$ cat src/design/hid_key_to_ascii_translator_assert.svh
// ----------------------------------------------------------------------------
// hid key translator assertion macros
// concurrent checks sampled on the rising clock edge, held off during reset
// ----------------------------------------------------------------------------
`ifndef HID_KEY_TO_ASCII_TRANSLATOR_ASSERT_SVH
`define HID_KEY_TO_ASCII_TRANSLATOR_ASSERT_SVH

// same-cycle implication
`define HK2A_ASSERT_IMP(label, clk, rst, ante, cons, msg) \
   label: assert property (@(posedge clk) disable iff (rst) (ante) |-> (cons)) \
      else $error(msg);

// next-cycle implication
`define HK2A_ASSERT_NXT(label, clk, rst, ante, cons, msg) \
   label: assert property (@(posedge clk) disable iff (rst) (ante) |=> (cons)) \
      else $error(msg);

`endif

$ cat src/design/hk2a_pkg.sv
// ----------------------------------------------------------------------------
// hk2a_pkg
// beat types, action codes, keycodes and us-layout character tables
// ----------------------------------------------------------------------------
package hk2a_pkg;

   typedef struct packed {
      logic [7:0] modifier_bits;
      logic [7:0] key_code;
   } req_type;

   typedef struct packed {
      logic [3:0] action;
      logic [6:0] ascii_char;
      logic       caps_active;
   } rsp_type;

   localparam logic [3:0] ACT_NONE      = 4'd0;
   localparam logic [3:0] ACT_CHAR      = 4'd1;
   localparam logic [3:0] ACT_BACKSPACE = 4'd2;
   localparam logic [3:0] ACT_ENTER     = 4'd3;
   localparam logic [3:0] ACT_TAB       = 4'd4;
   localparam logic [3:0] ACT_DELETE    = 4'd5;
   localparam logic [3:0] ACT_LEFT      = 4'd6;
   localparam logic [3:0] ACT_RIGHT     = 4'd7;
   localparam logic [3:0] ACT_UP        = 4'd8;
   localparam logic [3:0] ACT_DOWN      = 4'd9;
   localparam logic [3:0] ACT_UNHANDLED = 4'd10;

   localparam logic [7:0] KEY_NONE      = 8'h00;
   localparam logic [7:0] KEY_A         = 8'h04;
   localparam logic [7:0] KEY_Z         = 8'h1D;
   localparam logic [7:0] KEY_1         = 8'h1E;
   localparam logic [7:0] KEY_0         = 8'h27;
   localparam logic [7:0] KEY_ENTER     = 8'h28;
   localparam logic [7:0] KEY_BACKSPACE = 8'h2A;
   localparam logic [7:0] KEY_TAB       = 8'h2B;
   localparam logic [7:0] KEY_SPACE     = 8'h2C;
   localparam logic [7:0] KEY_SLASH     = 8'h38;
   localparam logic [7:0] KEY_CAPS      = 8'h39;
   localparam logic [7:0] KEY_DELETE    = 8'h4C;
   localparam logic [7:0] KEY_RIGHT     = 8'h4F;
   localparam logic [7:0] KEY_LEFT      = 8'h50;
   localparam logic [7:0] KEY_DOWN      = 8'h51;
   localparam logic [7:0] KEY_UP        = 8'h52;

   localparam logic [7:0] SHIFT_MASK    = 8'h22;

   localparam logic [6:0] CHAR_UPPER_A  = 7'h41;
   localparam logic [6:0] CHAR_LOWER_A  = 7'h61;
   localparam logic [6:0] CHAR_NUL      = 7'h00;

   localparam logic [6:0] DIGIT_PLAIN [0:9] = '{
      7'h31, 7'h32, 7'h33, 7'h34, 7'h35, 7'h36, 7'h37, 7'h38, 7'h39, 7'h30
   };
   localparam logic [6:0] DIGIT_SHIFT [0:9] = '{
      7'h21, 7'h40, 7'h23, 7'h24, 7'h25, 7'h5E, 7'h26, 7'h2A, 7'h28, 7'h29
   };
   // hole at the non-us hash key
   localparam logic [6:0] PUNCT_PLAIN [0:12] = '{
      7'h20, 7'h2D, 7'h3D, 7'h5B, 7'h5D, 7'h5C, 7'h00,
      7'h3B, 7'h27, 7'h60, 7'h2C, 7'h2E, 7'h2F
   };
   localparam logic [6:0] PUNCT_SHIFT [0:12] = '{
      7'h20, 7'h5F, 7'h2B, 7'h7B, 7'h7D, 7'h7C, 7'h00,
      7'h3A, 7'h22, 7'h7E, 7'h3C, 7'h3E, 7'h3F
   };

endpackage

$ cat src/design/hid_key_to_ascii_translator.sv
// ----------------------------------------------------------------------------
// hid_key_to_ascii_translator
// usb hid key report to us-layout ascii with sticky capslock
//
//   channel | direction | handshake          | beat
//   --------+-----------+--------------------+----------------------------------
//   req     | in        | req_valid/req_stall | modifier_bits, key_code
//   rsp     | out       | rsp_valid/rsp_stall | action, ascii_char, caps_active
//
// one report per clock while rsp_stall is low; a req beat passes the input
// register, then the decode logic and the result register, to the rsp beat
// reset clears both valid flags and capslock; payload registers are not reset
// req_stall rises only while the input register is full and the result
// register holds a stalled beat
// ----------------------------------------------------------------------------
module hid_key_to_ascii_translator
   import hk2a_pkg::*;
(
   input  logic    clock,
   input  logic    reset,
   input  logic    req_valid,
   output logic    req_stall,
   input  req_type req_payload,
   output logic    rsp_valid,
   input  logic    rsp_stall,
   output rsp_type rsp_payload
);

`include "hid_key_to_ascii_translator_assert.svh"

   logic    s1_valid_ff, s1_valid_in;
   req_type s1_req_ff;
   logic    rsp_valid_ff, rsp_valid_in;
   rsp_type rsp_ff;
   logic    caps_ff, caps_in;
   rsp_type dec_rsp;
   logic    out_free;
   logic    s1_move;
   logic    req_accept;

   assign out_free   = ~rsp_valid_ff | ~rsp_stall;
   assign s1_move    = s1_valid_ff & out_free;
   assign req_stall  = s1_valid_ff & ~out_free;
   assign req_accept = req_valid & ~req_stall;

   hk2a_decode u_decode (
      .req       (s1_req_ff),
      .caps_lock (caps_ff),
      .rsp       (dec_rsp)
   );

   always_comb begin
      s1_valid_in  = req_accept | (s1_valid_ff & ~s1_move);
      rsp_valid_in = out_free ? s1_valid_ff : rsp_valid_ff;
      caps_in      = s1_move ? dec_rsp.caps_active : caps_ff;
   end

   always_ff @(posedge clock) begin
      if (reset) begin
         s1_valid_ff  <= 1'b0;
         rsp_valid_ff <= 1'b0;
         caps_ff      <= 1'b0;
      end else begin
         s1_valid_ff  <= s1_valid_in;
         rsp_valid_ff <= rsp_valid_in;
         caps_ff      <= caps_in;
      end
   end

   always_ff @(posedge clock) begin
      if (req_accept) begin
         s1_req_ff <= req_payload;
      end
      if (s1_move) begin
         rsp_ff <= dec_rsp;
      end
   end

   assign rsp_valid   = rsp_valid_ff;
   assign rsp_payload = rsp_ff;

   `HK2A_ASSERT_IMP(a_stall_needs_item, clock, reset, req_stall, s1_valid_ff, "stall with empty input stage")
   `HK2A_ASSERT_NXT(a_caps_toggle, clock, reset, s1_move && (s1_req_ff.key_code == KEY_CAPS), caps_ff != $past(caps_ff), "capslock did not toggle")
   `HK2A_ASSERT_IMP(a_caps_matches, clock, reset, rsp_valid_ff, rsp_ff.caps_active == caps_ff, "result capslock out of step")
   `HK2A_ASSERT_IMP(a_char_consistent, clock, reset, rsp_valid_ff, (rsp_ff.action == ACT_CHAR) == (rsp_ff.ascii_char != CHAR_NUL), "character and action disagree")

endmodule

$ cat src/design/hk2a_char_lut.sv
// ----------------------------------------------------------------------------
// hk2a_char_lut
// us-layout character lookup for letters, digits and punctuation keys
// ----------------------------------------------------------------------------
module hk2a_char_lut
   import hk2a_pkg::*;
(
   input  logic [7:0] key_code,
   input  logic       shift,
   output logic [6:0] ascii_char
);

   logic [6:0] letter_off;
   logic [3:0] digit_idx;
   logic [3:0] punct_idx;

   assign letter_off = 7'(key_code - KEY_A);
   assign digit_idx  = 4'(key_code - KEY_1);
   assign punct_idx  = 4'(key_code - KEY_SPACE);

   always_comb begin
      unique case (key_code) inside
         [KEY_A:KEY_Z]: begin
            ascii_char = (shift ? CHAR_UPPER_A : CHAR_LOWER_A) + letter_off;
         end
         [KEY_1:KEY_0]: begin
            ascii_char = shift ? DIGIT_SHIFT[digit_idx] : DIGIT_PLAIN[digit_idx];
         end
         [KEY_SPACE:KEY_SLASH]: begin
            ascii_char = shift ? PUNCT_SHIFT[punct_idx] : PUNCT_PLAIN[punct_idx];
         end
         default: begin
            ascii_char = CHAR_NUL;
         end
      endcase
   end

endmodule

$ cat src/design/hk2a_decode.sv
// ----------------------------------------------------------------------------
// hk2a_decode
// classifies one key report and works out the capslock state after it
// ----------------------------------------------------------------------------
module hk2a_decode
   import hk2a_pkg::*;
(
   input  req_type req,
   input  logic    caps_lock,
   output rsp_type rsp
);

   logic       letter;
   logic       shift;
   logic [6:0] lut_char;

   assign letter = (req.key_code >= KEY_A) && (req.key_code <= KEY_Z);
   assign shift  = (|(req.modifier_bits & SHIFT_MASK)) ^ (letter & caps_lock);

   hk2a_char_lut u_char_lut (
      .key_code   (req.key_code),
      .shift      (shift),
      .ascii_char (lut_char)
   );

   always_comb begin
      rsp.caps_active = caps_lock;
      rsp.ascii_char  = CHAR_NUL;
      unique case (req.key_code)
         KEY_CAPS: begin
            rsp.action      = ACT_NONE;
            rsp.caps_active = ~caps_lock;
         end
         KEY_NONE:      rsp.action = ACT_NONE;
         KEY_BACKSPACE: rsp.action = ACT_BACKSPACE;
         KEY_ENTER:     rsp.action = ACT_ENTER;
         KEY_TAB:       rsp.action = ACT_TAB;
         KEY_DELETE:    rsp.action = ACT_DELETE;
         KEY_LEFT:      rsp.action = ACT_LEFT;
         KEY_RIGHT:     rsp.action = ACT_RIGHT;
         KEY_UP:        rsp.action = ACT_UP;
         KEY_DOWN:      rsp.action = ACT_DOWN;
         default: begin
            rsp.ascii_char = lut_char;
            rsp.action     = (lut_char == CHAR_NUL) ? ACT_UNHANDLED : ACT_CHAR;
         end
      endcase
   end

endmodule

$ cat config.mk
export PLATFORM = sky130hd
export DESIGN_NAME = hid_key_to_ascii_translator
export DESIGN_NICKNAME = d
export VERILOG_FILES = /design/src/design/hk2a_pkg.sv /design/src/design/hid_key_to_ascii_translator.sv /design/src/design/hk2a_char_lut.sv /design/src/design/hk2a_decode.sv
export VERILOG_INCLUDE_DIRS = /design/src /design/src/design
export SDC_FILE = /design/constraint.sdc
export NUM_CORES = 1
export LEC_CHECK = 0
export BUFFER_PORTS_ARGS = -buffer_cell sky130_fd_sc_hd__buf_2
export CAP_MARGIN = 20
export CELL_PAD_IN_SITES_DETAIL_PLACEMENT = 0
export CELL_PAD_IN_SITES_GLOBAL_PLACEMENT = 1
export CORE_MARGIN = 5
export CORE_UTILIZATION = 40
export CTS_CLUSTER_SIZE = 10
export DETAILED_ROUTE_END_ITERATION = 10
export PLACE_DENSITY = 0.76
export SETUP_SLACK_MARGIN = 0.3
export SYNTH_ARGS = -nofsm -noshare
export SYNTH_HDL_FRONTEND = slang
export SYNTH_SLANG_ARGS = --single-unit
$ cat constraint.sdc
create_clock -name clock -period 13 [get_ports clock]
set_clock_uncertainty 0.2 [all_clocks]
set_input_delay 2.6 -clock clock [delete_from_list [all_inputs] [get_ports clock]]
set_output_delay 2.6 -clock clock [all_outputs]
set_load 0.03 [all_outputs]
== Yosys cells after proc, flatten, opt, wreduce, memory -nomap -nowiden ==
Memory sizes are Yosys's and may differ from the RTL's.
Cells that the tools add are included.
Word-level totals
  flip-flop bits (word level): 29
  bits in read-only memories: 448
  input port bits: 20
  word-level logic and storage cells: 72
  bits in latches: 0
  output and inout bits: 14
  memory bits (writable): 0
  memories: 4
Memory list
  (no name shown): words 16, width 7, rd ports 1, clocked after memory_dff 0, wr ports 0, RTL line hk2a_char_lut.sv:30  | ascii_char = shift ? PUNCT_SHIFT[punct_idx] : PUNCT_PLAIN[punct_idx];
  (no name shown): words 16, width 7, rd ports 1, clocked after memory_dff 0, wr ports 0, RTL line hk2a_char_lut.sv:30
  (no name shown): words 16, width 7, rd ports 1, clocked after memory_dff 0, wr ports 0, RTL line hk2a_char_lut.sv:27  | ascii_char = shift ? DIGIT_SHIFT[digit_idx] : DIGIT_PLAIN[digit_idx];
  (no name shown): words 16, width 7, rd ports 1, clocked after memory_dff 0, wr ports 0, RTL line hk2a_char_lut.sv:27
Cells by class
  $lt $le $gt $ge: 8
  reduce and logical (&&, ||, !) cells: 8
  $add $sub $neg: 4
  bitwise operators: 16
  equal/unequal tests: 9
  $mul: 0
  shift-type cells: 0
  muxes and demuxes: 15
  div/mod/pow operators: 0
Operators by type and width (number)
  two-way mux 7 bit: 10
  equality test 8 x 7 -> 1 bit, second input constant: 5
  one-hot mux 4 bit (9 select lines): 1
  equality test 8 x 6 -> 1 bit, second input constant: 4
  one-hot mux 7 bit (3 select lines): 1
  less-or-equal comparator 8 x 6 -> 1 bit, second input constant: 2
  greater-or-equal comparator 5 bit, second input constant: 2
  NOT 4 -> 5 bit: 2
  OR reduction 10 bit: 1
  greater-or-equal comparator 8 x 3 -> 1 bit, second input constant: 1
  greater-or-equal comparator 8 x 5 -> 1 bit, second input constant: 1
  greater-or-equal comparator 8 x 6 -> 1 bit, second input constant: 1
  less-or-equal comparator 8 x 5 -> 1 bit, second input constant: 1
  zero test 8 bit: 1
  subtractor 4 bit, second input constant: 2
  adder 7 bit: 1
  zero test 7 bit: 1
  subtractor 7 x 3 -> 7 bit, second input constant: 1
  two-way mux 6 bit: 1
  NOT 1 bit: 6
  AND 1 bit: 5
  two-way mux 4 bit: 1
  OR reduction 2 bit: 2
  logical AND 1 bit: 3
  3 further kinds: 4

== Longest topological paths before layout ==
  depth in word-level cells: 10
  mapped depth: 19
  gate-level depth less buffers: 17

== Hierarchy ==
A second synthesis with hierarchy kept.
Second synthesis, totals
  cells, all modules: 215
  area total of the unflattened synthesis: 2238.4 sq um
Modules (own cells, without submodules)
  hid_key_to_ascii_translator: cells an instance 42, area an instance 972.2 sq um, sequential area each 900.9 sq um, instances 1
  hk2a_char_lut: cells an instance 126, area an instance 934.6 sq um, sequential area each 0.0 sq um, instances 1
  hk2a_decode: cells an instance 47, area an instance 331.6 sq um, sequential area each 0.0 sq um, instances 1

== Worst setup path after synthesis ==
No wires, ideal clock.
  path type: input -> output
  from: input rsp_stall
  to: output req_stall
  data arrival time: 2951 ps
  slack: 7249 ps
  path buffers: 0
  cell stages on the path: 1
  data required time: 10200 ps
  cells stage by stage: and3_1
On the way
  longest elaborated chain between the ends: 4
Ends and longest elaborated chain
  from (decl): RTL line hid_key_to_ascii_translator.sv:25  | input logic rsp_stall,
  NOT 1 bit: RTL line hid_key_to_ascii_translator.sv:41  | assign out_free = ~rsp_valid_ff | ~rsp_stall;
  bitwise OR 1 bit: RTL line hid_key_to_ascii_translator.sv:41
  NOT 1 bit: RTL line hid_key_to_ascii_translator.sv:43  | assign req_stall = s1_valid_ff & ~out_free;
  AND 1 bit: RTL line hid_key_to_ascii_translator.sv:43
  to (decl): RTL line hid_key_to_ascii_translator.sv:22  | output logic req_stall,
Every way passes these cells.

== Final worst setup path ==
Same ends and word-level chain as after synthesis.

==> flow_metrics.env <==
export IMPL_status="complete, no violations"
export IMPL_numCtsBuffers=3
export IMPL_place_port_buffers=27
export IMPL_place_congestion=0.889
export IMPL_area_growth_pct=11.8
export IMPL_antenna_left=0
export IMPL_ys_warn_count=0
export IMPL_cts_root_buf="clkbuf_8"
export IMPL_synthCells=222
export IMPL_drc=0
export IMPL_maxCapViolCount=0
export IMPL_grt_start_max_net_pins=24
export IMPL_grt_use_total_pct=14.8
export IMPL_overflow=0
export IMPL_cp_arrival_ns=3.10
export IMPL_io_pins=34
export IMPL_die_x_um=81.8
export IMPL_antenna_found_initial=0
export IMPL_maxSlewHeadroom_pct=46.8
export IMPL_cts_resized=0
export IMPL_hold_viol=0
export IMPL_synthArstFlopShare_pct=0
export IMPL_synth_top_area_share_pct=32.0
export IMPL_start_util_pct=40.7
export IMPL_required_ns=10.20
export IMPL_die_area_um2=6690
export IMPL_post_cts_setup_buffers=0
export IMPL_min_period_ns=5.90
export IMPL_syn_cell_area_um2=2060
export IMPL_synth_top_cell_by_area="edfxtp_1"
export IMPL_ys_seq_area_share_pct=34.9
export IMPL_detail_route_wl_per_cell_um=14.3
export IMPL_setup_violations=0
export IMPL_cts_tree="done"
export IMPL_postPlaceCellArea_um2=2250
export IMPL_ir_drop_mv=0.0710
export IMPL_synthTopCellsByArea="edfxtp_1 (32%), ha_1 (13%), nor2_1 (5.8%)"
export IMPL_grt_pass1_wl_um=7730
export IMPL_totalWireLength_um=4500
export IMPL_core_area_um2=5070
export IMPL_nets=287
export IMPL_fin_setup_tns_ns=0
export IMPL_worst_pin_slew_ns=0.788
export IMPL_final_layout_size_suffix_gt1_share_pct=18.0
export IMPL_grt_pass1_vias=1648
export IMPL_worstSkewPairLatency_ns=0.26
export IMPL_worstPathMaxFanout=3
export IMPL_critPathLaunchType="primary input"
export IMPL_end_kind="primary output"
export IMPL_crit_type="primary input to primary output"
export IMPL_detailed_place_hpwl_um=3540
export IMPL_synthFlopType="edfxtp_1"
export IMPL_finalCritPeriodShare_pct=45.4
export IMPL_yosysUniqueCellTypes=55
export IMPL_avgSynthCellArea_um2=9.29
export IMPL_drtPass1Iterations=4
export IMPL_syn_nets=263
export IMPL_cts_hold_buf=0
export IMPL_clockBufferDepth=2
export IMPL_hold_path_class="flip-flop to flip-flop"
export IMPL_synth_edff_count=22
export IMPL_maxSlewViolCount=0
export IMPL_viasPerCell=5.35
export IMPL_yosys_top_cells_count="nor2_1 (32), edfxtp_1 (22), ha_1 (21)"
export IMPL_cts_sinks=25
export IMPL_rsz0062_at_grt="false"
export IMPL_synth_seq_cells=25
export IMPL_max_freq_mhz=169
export IMPL_p_leak_nw=0.932
export IMPL_drt_iter0_markers=131
export IMPL_die_height_um=81.8
export IMPL_cts_max_level=1
export IMPL_fp_row_count=26
export IMPL_p_per_area_nw_per_um2=84.3
export IMPL_clkSlewWorstSetupHoldPaths_ns=0.08
export IMPL_num_vias=1686
export IMPL_yosysMostFrequentCell="nor2_1"
export IMPL_diodes=0
export IMPL_utilization_pct=45.4
export IMPL_finalInstanceArea_um2=2310
[layout by cell type (no fill, tap or decap), types with 3 or more instances in the layout]
| cell type | synthesis | routed |
|---|---|---|
| edfxtp_1 | 22 | 22 |
| a31oi_1 | 3 | 3 |
| nor2_1 | 32 | 32 |
| dfxtp_1 | 3 | 3 |
| nand2_1 | 15 | 15 |
| o2111ai_1 | 4 | 4 |
| buf_2 | 2 | 27 |
| a21oi_1 | 17 | 17 |
| clkbuf_8 | 0 | 3 |
| nor3_1 | 3 | 3 |
| xnor2_1 | 7 | 7 |
| nand3_1 | 11 | 11 |
| ha_1 | 21 | 21 |
| nor2b_1 | 3 | 3 |
| mux2i_1 | 5 | 5 |
| o21ai_0 | 6 | 6 |
| inv_1 | 11 | 11 |
| a211oi_1 | 3 | 3 |
[metrics by stage]
step | std cells | total power [mW] | setup WS (ns) | hold slack, ns
5_1_grt | 315 | 0.207 | 7.06 | 0.370
3_5_place_dp | 310 | 0.152 | 7.10 | 0.277
2_1_floorplan | 222 | 0.139 | 7.25 | 0.244
4_1_cts | 314 | 0.197 | 7.09 | 0.298
6_report | 315 | 0.194 | 7.10 | 0.299
3_3_place_gp | 310 | 0.152 | 7.09 | 0.260
[routing by layer]
layer  wire [um]  up-vias  GRT usage [%]
li1            -      871              -
met4          68        0           4.49
met1        2110      764           19.1
met3         277       10           4.28
met5           0        -              0
met2        2050       41           23.9
[state kept, by name, summed over array words and instances (netlist names)]
signal       cells
rsp_payload     12
s1_valid_ff      1
rsp_valid        1
s1_req_ff       10
caps_ff          1
[critical path: stages]
cell and delay [ns]:
buf_2 0.10, and3_1 0.19, buf_2 0.21
[layout make-up]
class	count	area, um^2
flip-flops and latches	25	721
inverters	12	47.5
repair buffers	29	150
well taps	70	87.6
multi-input cells	175	1250
clock buffers	4	45.0
fillers	520	2770
[cell families after synthesis]
kind of cell             count (synthesis)  share of synthesized area (%)
AO/OA/AOI/OAI                           57                           20.3
XOR/XNOR                                10                           5.16
adder cells (fa/ha/maj)                 21                           12.7
buffers and inverters                   22                           4.25
flip-flops                              25                           34.9
multiplexers                             6                           2.97
AND/OR/NAND/NOR                         81                           19.7
[report_power, final]
group	internal [mW]	switching (mW)	total, mW
Clock	0.0218	0.0222	0.0440
Combinational	0.0200	0.0322	0.0522
Sequential	0.0935	0.00475	0.0983
[path summary, 6_finish.rpt]
check        slack, ns             end          from  cells past startpoint
max               7.10       req_stall     rsp_stall                      3
min               0.30       rsp_valid   s1_valid_ff                      2
max reg2reg       7.79  rsp_payload[8]  s1_req_ff[2]                     17
min reg2reg       0.30       rsp_valid   s1_valid_ff                      2
Power figures use the tool's default switching activity.
